[src/rtl/svtq_pkg.sv]
// shared constants and types for the sorted virtual timer queue
package svtq_pkg;

    localparam int SLOTS  = 16;
    localparam int SLOT_W = $clog2(SLOTS);
    localparam int CNT_W  = $clog2(SLOTS + 1);
    localparam int TIME_W = 64;

    typedef enum logic [2:0] {
        ACT_ADD     = 3'd0,
        ACT_ADD_PER = 3'd1,
        ACT_MOD     = 3'd2,
        ACT_MOD_PER = 3'd3,
        ACT_DEL     = 3'd4,
        ACT_FWD     = 3'd5,
        ACT_EXPIRE  = 3'd6,
        ACT_NONE    = 3'd7
    } action_t;

endpackage

[src/rtl/sorted_virtual_timer_queue_core.sv]
// top level of the sorted virtual timer queue: sequencer around three rams
//
//  channel | dir | tdata (low bit up)                    | tuser | tlast
//  s_      | in  | action[2:0] slot[6:3] amount[70:7]    | -     | -
//  m_      | out | flag[0] fired_valid[1] fired_slot[5:2] | -     | last result of item
//
// one item at a time; add/mod/del walk the order ram entry by entry
// (remove, then sorted insert for add/mod), forward needs no walk,
// expire walks the queue entry by entry, then hands over each fired timer
// plus a sorted re-insert for periodic ones; the chained order then time ram read sets the pace
// reset clears pending flags, count, accumulator and earliest; rams are not cleared
// a stalled result sits in the output register; the sequencer waits only when it
// has a further result to hand over
module sorted_virtual_timer_queue_core (
    input  logic        aclk,
    input  logic        aresetn,
    input  logic        s_tvalid,
    output logic        s_tready,
    input  logic [71:0] s_tdata,   // action, slot, amount
    output logic        m_tvalid,
    input  logic        m_tready,
    output logic [7:0]  m_tdata,   // flag, fired_valid, fired_slot
    output logic        m_tlast
);
    import svtq_pkg::*;

    typedef enum logic [4:0] {
        ST_IDLE, ST_DISPATCH, ST_MOD_CHK, ST_RM_RD, ST_RM_CHK, ST_SET,
        ST_INS_RD, ST_INS_ENT, ST_INS_CMP, ST_EX_RD, ST_EX_ENT, ST_EX_CMP,
        ST_EX_END, ST_EX_OUT, ST_EX_PER, ST_EX_NEXT, ST_RESULT
    } state_t;

    state_t              state_reg;
    action_t             op_reg;
    logic [SLOT_W-1:0]   slot_reg;
    logic [TIME_W-1:0]   amt_reg;
    logic [CNT_W-1:0]    count_reg;
    logic [TIME_W-1:0]   acc_reg;
    logic [TIME_W-1:0]   earl_reg;
    logic [SLOTS-1:0]    pending_reg;
    logic [CNT_W-1:0]    idx_reg;
    logic [CNT_W-1:0]    nk_reg;
    logic [CNT_W-1:0]    nf_reg;
    logic [CNT_W-1:0]    fi_reg;
    logic                found_reg;
    logic                flag_reg;
    logic [TIME_W-1:0]   val_reg;
    logic [SLOT_W-1:0]   ent_reg;
    logic [SLOT_W-1:0]   ins_reg;
    logic [SLOT_W-1:0]   fired_reg [SLOTS];
    logic                out_valid_reg;
    logic [7:0]          out_data_reg;
    logic                out_last_reg;

    // ram ports
    logic                rem_we, per_we, ord_we;
    logic [SLOT_W-1:0]   rem_waddr, rem_raddr, per_waddr, per_raddr, ord_waddr, ord_raddr;
    logic [TIME_W-1:0]   rem_wdata, rem_rdata, per_wdata, per_rdata;
    logic [SLOT_W-1:0]   ord_wdata, ord_rdata;

    logic                s_accept, out_free, slot_ok, periodic;
    logic [TIME_W-1:0]   set_val, fwd_acc, ex_rebased;
    logic [CNT_W-1:0]    idx_dec;
    logic [SLOT_W-1:0]   fired_cur;

    assign s_accept   = s_tvalid && s_tready;
    assign s_tready   = (state_reg == ST_IDLE);
    assign out_free   = !out_valid_reg || m_tready;
    assign slot_ok    = ({1'b0, slot_reg} < CNT_W'(SLOTS));
    assign periodic   = (op_reg == ACT_ADD_PER) || (op_reg == ACT_MOD_PER);
    assign set_val    = (count_reg == '0) ? amt_reg : amt_reg + acc_reg;
    assign fwd_acc    = acc_reg + amt_reg;
    assign ex_rebased = rem_rdata - acc_reg;
    assign idx_dec    = idx_reg - CNT_W'(1);
    assign fired_cur  = fired_reg[fi_reg[SLOT_W-1:0]];

    assign m_tvalid = out_valid_reg;
    assign m_tdata  = out_data_reg;
    assign m_tlast  = out_last_reg;

    svtq_ram #(.WIDTH(TIME_W), .DEPTH(SLOTS)) u_rem (
        .aclk(aclk), .we(rem_we), .waddr(rem_waddr), .wdata(rem_wdata),
        .raddr(rem_raddr), .rdata(rem_rdata)
    );
    svtq_ram #(.WIDTH(TIME_W), .DEPTH(SLOTS)) u_per (
        .aclk(aclk), .we(per_we), .waddr(per_waddr), .wdata(per_wdata),
        .raddr(per_raddr), .rdata(per_rdata)
    );
    svtq_ram #(.WIDTH(SLOT_W), .DEPTH(SLOTS)) u_ord (
        .aclk(aclk), .we(ord_we), .waddr(ord_waddr), .wdata(ord_wdata),
        .raddr(ord_raddr), .rdata(ord_rdata)
    );

    // ram address and write steering per sequencer state
    always_comb begin
        rem_we = 1'b0; rem_waddr = '0; rem_wdata = '0; rem_raddr = '0;
        per_we = 1'b0; per_waddr = '0; per_wdata = '0; per_raddr = '0;
        ord_we = 1'b0; ord_waddr = '0; ord_wdata = '0; ord_raddr = '0;
        unique case (state_reg)
            ST_DISPATCH: rem_raddr = slot_reg;
            ST_RM_RD:    ord_raddr = idx_reg[SLOT_W-1:0];
            ST_RM_CHK: begin
                // entries behind the removed one move down by one
                ord_we    = found_reg;
                ord_waddr = idx_dec[SLOT_W-1:0];
                ord_wdata = ord_rdata;
            end
            ST_SET: begin
                rem_we    = 1'b1;
                rem_waddr = slot_reg;
                rem_wdata = set_val;
                per_we    = 1'b1;
                per_waddr = slot_reg;
                per_wdata = periodic ? amt_reg : '0;
                ord_we    = (count_reg == '0);
                ord_waddr = '0;
                ord_wdata = slot_reg;
            end
            ST_INS_RD: begin
                ord_raddr = idx_dec[SLOT_W-1:0];
                ord_we    = (idx_reg == '0);
                ord_waddr = '0;
                ord_wdata = ins_reg;
            end
            ST_INS_ENT:  rem_raddr = ord_rdata;
            ST_INS_CMP: begin
                // later entries shift up; stop after the last one not greater
                ord_we    = 1'b1;
                ord_waddr = idx_reg[SLOT_W-1:0];
                ord_wdata = (rem_rdata > val_reg) ? ent_reg : ins_reg;
            end
            ST_EX_RD:    ord_raddr = idx_reg[SLOT_W-1:0];
            ST_EX_ENT:   rem_raddr = ord_rdata;
            ST_EX_CMP: begin
                rem_we    = !(rem_rdata < acc_reg);
                rem_waddr = ent_reg;
                rem_wdata = ex_rebased;
                ord_we    = !(rem_rdata < acc_reg);
                ord_waddr = nk_reg[SLOT_W-1:0];
                ord_wdata = ent_reg;
            end
            ST_EX_OUT:   per_raddr = fired_cur;
            ST_EX_PER: begin
                rem_we    = (per_rdata != '0);
                rem_waddr = fired_cur;
                rem_wdata = per_rdata;
            end
            default: ;
        endcase
    end

    always_ff @(posedge aclk) begin
        if (!aresetn) begin
            state_reg     <= ST_IDLE;
            count_reg     <= '0;
            acc_reg       <= '0;
            earl_reg      <= '0;
            pending_reg   <= '0;
            out_valid_reg <= 1'b0;
        end else begin
            if (out_valid_reg && m_tready) begin
                out_valid_reg <= 1'b0;
            end
            unique case (state_reg)
                ST_IDLE: begin
                    if (s_accept) begin
                        op_reg    <= action_t'(s_tdata[2:0]);
                        slot_reg  <= s_tdata[6:3];
                        amt_reg   <= s_tdata[70:7];
                        flag_reg  <= 1'b0;
                        idx_reg   <= '0;
                        found_reg <= 1'b0;
                        state_reg <= ST_DISPATCH;
                    end
                end
                ST_DISPATCH: begin
                    unique case (op_reg)
                        ACT_ADD, ACT_ADD_PER: begin
                            if (!slot_ok) state_reg <= ST_RESULT;
                            else if (pending_reg[slot_reg]) state_reg <= ST_RM_RD;
                            else state_reg <= ST_SET;
                        end
                        ACT_MOD, ACT_MOD_PER: begin
                            state_reg <= slot_ok ? ST_MOD_CHK : ST_RESULT;
                        end
                        ACT_DEL: begin
                            if (slot_ok && pending_reg[slot_reg]) begin
                                flag_reg  <= 1'b1;
                                state_reg <= ST_RM_RD;
                            end else begin
                                state_reg <= ST_RESULT;
                            end
                        end
                        ACT_FWD: begin
                            if (count_reg != '0) begin
                                acc_reg  <= fwd_acc;
                                flag_reg <= (fwd_acc >= earl_reg);
                            end
                            state_reg <= ST_RESULT;
                        end
                        ACT_EXPIRE: begin
                            nk_reg    <= '0;
                            nf_reg    <= '0;
                            state_reg <= ST_EX_RD;
                        end
                        ACT_NONE: state_reg <= ST_RESULT;
                    endcase
                end
                ST_MOD_CHK: begin
                    flag_reg <= pending_reg[slot_reg];
                    if (pending_reg[slot_reg] && rem_rdata == amt_reg) begin
                        state_reg <= ST_RESULT;
                    end else if (pending_reg[slot_reg]) begin
                        state_reg <= ST_RM_RD;
                    end else begin
                        state_reg <= ST_SET;
                    end
                end
                ST_RM_RD: begin
                    if (idx_reg == count_reg) begin
                        if (found_reg) count_reg <= count_reg - CNT_W'(1);
                        pending_reg[slot_reg] <= 1'b0;
                        state_reg <= (op_reg == ACT_DEL) ? ST_RESULT : ST_SET;
                    end else begin
                        state_reg <= ST_RM_CHK;
                    end
                end
                ST_RM_CHK: begin
                    if (ord_rdata == slot_reg) found_reg <= 1'b1;
                    idx_reg   <= idx_reg + CNT_W'(1);
                    state_reg <= ST_RM_RD;
                end
                ST_SET: begin
                    if (count_reg == '0) begin
                        earl_reg              <= amt_reg;
                        acc_reg               <= '0;
                        count_reg             <= CNT_W'(1);
                        pending_reg[slot_reg] <= 1'b1;
                        state_reg             <= ST_RESULT;
                    end else begin
                        if ($signed(set_val) < $signed(earl_reg)) earl_reg <= set_val;
                        val_reg   <= set_val;
                        ins_reg   <= slot_reg;
                        idx_reg   <= count_reg;
                        state_reg <= ST_INS_RD;
                    end
                end
                ST_INS_RD: begin
                    if (idx_reg == '0) begin
                        count_reg            <= count_reg + CNT_W'(1);
                        pending_reg[ins_reg] <= 1'b1;
                        state_reg <= (op_reg == ACT_EXPIRE) ? ST_EX_NEXT : ST_RESULT;
                    end else begin
                        state_reg <= ST_INS_ENT;
                    end
                end
                ST_INS_ENT: begin
                    ent_reg   <= ord_rdata;
                    state_reg <= ST_INS_CMP;
                end
                ST_INS_CMP: begin
                    if (rem_rdata > val_reg) begin
                        idx_reg   <= idx_dec;
                        state_reg <= ST_INS_RD;
                    end else begin
                        count_reg            <= count_reg + CNT_W'(1);
                        pending_reg[ins_reg] <= 1'b1;
                        state_reg <= (op_reg == ACT_EXPIRE) ? ST_EX_NEXT : ST_RESULT;
                    end
                end
                ST_EX_RD: begin
                    state_reg <= (idx_reg == count_reg) ? ST_EX_END : ST_EX_ENT;
                end
                ST_EX_ENT: begin
                    ent_reg   <= ord_rdata;
                    state_reg <= ST_EX_CMP;
                end
                ST_EX_CMP: begin
                    if (rem_rdata < acc_reg) begin
                        fired_reg[nf_reg[SLOT_W-1:0]] <= ent_reg;
                        nf_reg               <= nf_reg + CNT_W'(1);
                        pending_reg[ent_reg] <= 1'b0;
                    end else begin
                        if (nk_reg == '0) earl_reg <= ex_rebased;
                        nk_reg <= nk_reg + CNT_W'(1);
                    end
                    idx_reg   <= idx_reg + CNT_W'(1);
                    state_reg <= ST_EX_RD;
                end
                ST_EX_END: begin
                    count_reg <= nk_reg;
                    acc_reg   <= '0;
                    fi_reg    <= '0;
                    state_reg <= (nf_reg == '0) ? ST_RESULT : ST_EX_OUT;
                end
                ST_EX_OUT: begin
                    if (out_free) begin
                        out_valid_reg <= 1'b1;
                        out_data_reg  <= {2'b00, fired_cur, 1'b1, 1'b0};
                        out_last_reg  <= (fi_reg + CNT_W'(1) == nf_reg);
                        state_reg     <= ST_EX_PER;
                    end
                end
                ST_EX_PER: begin
                    if (per_rdata != '0) begin
                        // periodic re-arm against a cleared accumulator
                        val_reg   <= per_rdata;
                        ins_reg   <= fired_cur;
                        idx_reg   <= count_reg;
                        state_reg <= ST_INS_RD;
                    end else begin
                        state_reg <= ST_EX_NEXT;
                    end
                end
                ST_EX_NEXT: begin
                    fi_reg    <= fi_reg + CNT_W'(1);
                    state_reg <= (fi_reg + CNT_W'(1) == nf_reg) ? ST_IDLE : ST_EX_OUT;
                end
                ST_RESULT: begin
                    if (out_free) begin
                        out_valid_reg <= 1'b1;
                        out_data_reg  <= {7'd0, flag_reg};
                        out_last_reg  <= 1'b1;
                        state_reg     <= ST_IDLE;
                    end
                end
                default: state_reg <= ST_IDLE;
            endcase
        end
    end

`ifndef NO_ASSERTIONS
    // queue length matches the pending flags whenever the sequencer rests
    a_count_pending: assert property (@(posedge aclk) disable iff (!aresetn)
        (state_reg == ST_IDLE) |-> (count_reg == CNT_W'($countones(pending_reg))))
        else $error("queue length differs from pending flags");

    a_busy_after_accept: assert property (@(posedge aclk) disable iff (!aresetn)
        s_accept |=> !s_tready)
        else $error("new item taken while one is in work");

    a_count_range: assert property (@(posedge aclk) disable iff (!aresetn)
        count_reg <= CNT_W'(SLOTS))
        else $error("queue length beyond slot count");
`endif

endmodule

[src/rtl/svtq_ram.sv]
// simple dual-port ram with registered read
module svtq_ram #(
    parameter int WIDTH  = 64,
    parameter int DEPTH  = 16,
    parameter int ADDR_W = $clog2(DEPTH)
) (
    input  logic              aclk,
    input  logic              we,
    input  logic [ADDR_W-1:0] waddr,
    input  logic [WIDTH-1:0]  wdata,
    input  logic [ADDR_W-1:0] raddr,
    output logic [WIDTH-1:0]  rdata
);

    logic [WIDTH-1:0] mem [DEPTH];

    always_ff @(posedge aclk) begin
        if (we) begin
            mem[waddr] <= wdata;
        end
        rdata <= mem[raddr];
    end

endmodule
[config.mk]
export PLATFORM = sky130hd
export DESIGN_NAME = sorted_virtual_timer_queue_core
export DESIGN_NICKNAME = d
export VERILOG_FILES = /design/src/rtl/svtq_pkg.sv /design/src/rtl/sorted_virtual_timer_queue_core.sv /design/src/rtl/svtq_ram.sv
export SDC_FILE = /design/constraint.sdc
export NUM_CORES = 2
export LEC_CHECK = 0
export BUFFER_PORTS_ARGS = -buffer_cell sky130_fd_sc_hd__buf_2
export CAP_MARGIN = 15
export CELL_PAD_IN_SITES_DETAIL_PLACEMENT = 0
export CELL_PAD_IN_SITES_GLOBAL_PLACEMENT = 1
export CORE_ASPECT_RATIO = 1.5
export CORE_MARGIN = 5
export CORE_UTILIZATION = 53
export DETAILED_ROUTE_END_ITERATION = 8
export GPL_TIMING_DRIVEN = 1
export PLACE_DENSITY = 0.84
export SKIP_CTS_REPAIR_TIMING = 1
export SLEW_MARGIN = 20
export SYNTH_ARGS = -nofsm -noshare
export SYNTH_HDL_FRONTEND = slang
export SYNTH_SLANG_ARGS = --single-unit
export TNS_END_PERCENT = 30
[constraint.sdc]
create_clock -name aclk -period 9.1 [get_ports aclk]
set_input_delay 1.82 -clock aclk [delete_from_list [all_inputs] [get_ports aclk]]
set_output_delay 1.82 -clock aclk [all_outputs]
set_load 0.1 [all_outputs]
==> impl_results.md <==
* Max-cap viol count at 0
* Ports at 87
* All-Layer GR Usage at 30.2%
* Largest regs: u_per.mem x1024, u_rem.mem x1024
* Clk Latency, worst-skew pair at 0.91 ns
* H-tree depth at 4
* Crit-path max FO at 52
* Met2 routed wirelength at 177,000 um
* Critical Path Most Common Cell: nand3_1
* Vias in the first global route at 77,926
* Detailed Route WL at 362,000 um
* Top FF cell, synth: edfxtp_1
* NumNets Final at 9,429
* Period utilization at 89.6%
* Total number of vias at 78,888
* Max Fclk at 0.123 GHz
* Synthesized area per cell at 12.9 um^2
* Die footprint at 231,000 um^2
* Area contributors post-synth: edfxtp_1 (60%), dfxtp_1 (5.0%), mux2i_1 (3.7%)
* Final setup viols at 0
* Reg2reg start: amt_reg[2]$_DFFE_PP_
* Die X at 395 um
* Clk sinks at 2,639
* 1st-iter DRT viols at 8,643
* FP Rows at 211
* Worst hold stages at 2
* Top Metal Used: met5
* Pwr/cell area at 228 nW/um^2
* Largest net degree at the start of global routing at 168
* Met1 WL at 132,000 um
* Post-synthesis async set-or-reset flop share at 0%
* Clk buf depth at 4
* Crit path arrival time at 8.96 ns
* Core area at 220,000 um^2
* DR pass1 iterations at 8
* # DRC at 0
* Design Area, Final at 129,000 um^2
* Final HPWL DP at 230,000 um
* RR Endpoint: earl_reg[7]$_SDFFE_PN0P_
* Yosys top cell by area: edfxtp_1
* Number of buffers added on ports at 83
* #FFs+latches synth at 2,639
* Yosys cell types at 93
* Initial Util at 53.3%
* CTS Buf Count at 233
* Chip Height at 587 um
* First-pass GRT wire length at 516,000 um
* Actual slew at the worst max-slew pin at 1.30 ns
* Hold Crit Start: acc_reg[4]$_SDFFE_PN0P_
* Worst hold path type: reg2reg
* Worst Reg2Reg Path Length in Cells at 27
* CP Capture Type: flop
* Placed inst area at 121,000 um^2
* Critical path class: reg2reg
* Final Skew at 0.0804 ns
* Leak at 0.0449 uW
* R2r setup slk at 0.94 ns
* Worst slew margin at 13.6%
* Via density per instance at 6.52
* Worst-path cell with the longest stage delay: a21oi_1
* Slew Viols, Final at 0
* Critical Path RT at 9.91 ns
* RSZ-0062 raised after global routing: no
* Avg WL per Cell at 29.9 um
* Setup WS post-layout at 0.944 ns
* Synthesized area at 118,000 um^2
* EDFF count, synth at 2,348
* Layout filler cell count at 17,021
* Layout area overhead at 9.99%
* Final hold violations at 0
* CP max stage delay at 0.64 ns
* VDD IR max at 0.283 mV
* Critical Path Start Type: flop
* Dpl ws at 1.18 ns
* Clk slew on worst S/H paths at 0.07 ns
* Post-synthesis cell count at 9,089
* Root Buffer: clkbuf_16
* Yosys warning count at 0
* Worst hold path endpoint: acc_reg[4]$_SDFFE_PN0P_
* Final setup TNS at 0 ns
* Yosys top cell area share at 60.0%
* Final core utilization at 58.6%
* Register area share after synthesis at 64.9%
* CTS tree: built
* Initial antenna violation count at 12
* Grt ovf at 0
* Routed Antenna Nets at 0
* Share of layout cells above drive strength 1 at 8.79%
* RePlAce Congestion at 1.02
* Met3 wire length at 28,000 um
* Post-layout min period at 8.16 ns
* Status: finished, final reports clean
## area by class of cell
type | instances | area (um^2) | share of cell area (%)
clock buffer | 297 | 6240 | 4.83
multi-input combinational | 5572 | 38300 | 29.6
sequential | 2639 | 76300 | 59.0
timing repair buffer | 282 | 2280 | 1.77
clock inverter | 134 | 1430 | 1.11
tap | 2875 | 3600 | 2.78
antenna | 7 | 17.5 | 0.0136
inverter | 291 | 1090 | 0.847
## metrics by stage
stage,hold WS (ns),total power [uW],cells
5_1_grt,0.507,30600,12093
4_1_cts,0.483,29500,12080
3_5_place_dp,0.474,19600,11649
2_1_floorplan,0.449,17600,9090
3_3_place_gp,0.460,19600,11648
6_report,0.482,29500,12097
## critical path, delay by kind of cell (launching register included)
kind | cells | cell delay [ns]
flops | 1 | 0.56
xor+xnor | 1 | 0.13
simple gates | 8 | 1.97
buf+inv | 5 | 1.10
compound gates | 9 | 2.85
mux | 2 | 0.58
fa+ha+maj | 2 | 0.74
## kinds of logic after synthesis
| group | count (synthesis) | share of synthesized area [%] |
|---|---|---|
| AO/OA/AOI/OAI | 2332 | 13.5 |
| flip-flops | 2639 | 64.9 |
| multiplexers | 492 | 4.63 |
| adder cells (fa/ha/maj) | 334 | 3.57 |
| AND/OR/NAND/NOR | 2202 | 8.85 |
| XOR/XNOR | 210 | 1.56 |
| other | 1 | 0.00319 |
| buffers and inverters | 879 | 2.88 |
## cells in the mapped netlist, drive strengths merged (25+ instances only)
| master | n |
|---|---|
| a21o | 134 |
| clkbuf | 481 |
| o211ai | 67 |
| a21oi | 475 |
| a221oi | 82 |
| nor2b | 39 |
| nand2 | 912 |
| edfxtp | 2348 |
| o21ai | 383 |
| a211oi | 366 |
| and3 | 34 |
| a31oi | 169 |
| nor3 | 72 |
| a22oi | 150 |
| o21a | 28 |
| xnor2 | 144 |
| xor2 | 66 |
| nand4 | 121 |
| nor4 | 46 |
| inv | 290 |
| buf | 107 |
| mux4 | 39 |
| a221o | 25 |
| nor2 | 388 |
| o21bai | 26 |
| ha | 331 |
| nand3 | 143 |
| and2 | 348 |
| o221ai | 135 |
| mux2i | 429 |
| dfxtp | 291 |
| a311oi | 141 |
| o31ai | 26 |
## how the worst max path moves through the flow
stage                                   from                    endpoint  slack (ns)
floorplan           acc_reg[18]$_SDFFE_PN0P_  u_rem.mem[13][0]$_DFFE_PP_        1.07
global placement        amt_reg[2]$_DFFE_PP_    earl_reg[6]$_SDFFE_PN0P_        1.22
detailed placement      amt_reg[2]$_DFFE_PP_    earl_reg[7]$_SDFFE_PN0P_        1.18
CTS                     amt_reg[2]$_DFFE_PP_    earl_reg[7]$_SDFFE_PN0P_        1.15
global route            amt_reg[6]$_DFFE_PP_    earl_reg[7]$_SDFFE_PN0P_        0.69
finish                  amt_reg[2]$_DFFE_PP_    earl_reg[7]$_SDFFE_PN0P_        0.94
## cell usage in the layout, fill, tap and decap left out, drive strengths merged, types with 20 or more instances in the layout
master / n
nand2b: 23
nor3: 72
nor4: 46
a31oi: 169
a21o: 134
a221oi: 82
buf: 275
clkbuf: 304
nor2: 388
o21ai: 383
nor2b: 39
mux2: 24
o31ai: 26
mux4: 39
a221o: 25
a211oi: 366
o221ai: 135
o211ai: 67
nand3: 143
edfxtp: 2348
o21a: 28
xnor2: 144
inv: 308
clkinv: 85
nand2: 912
o211a: 20
bufinv: 23
and3: 34
a21oi: 475
ha: 331
o21bai: 26
xor2: 66
dfxtp: 291
nand4: 121
a311oi: 141
a22oi: 150
mux2i: 429
and2: 348
## metal layers
metal	track usage, %	up-vias
met3	4.30	914
met1	36.7	39380
met2	51.7	3890
li1	-	34702
met5	0	-
met4	17.5	2
## power by group
part	internal, uW	leakage [uW]	switching (uW)
combinational	1870	0.0176	3760
sequential	13400	0.0235	505
clock	5540	0.00376	4450
Power figures use the tool's default switching activity.
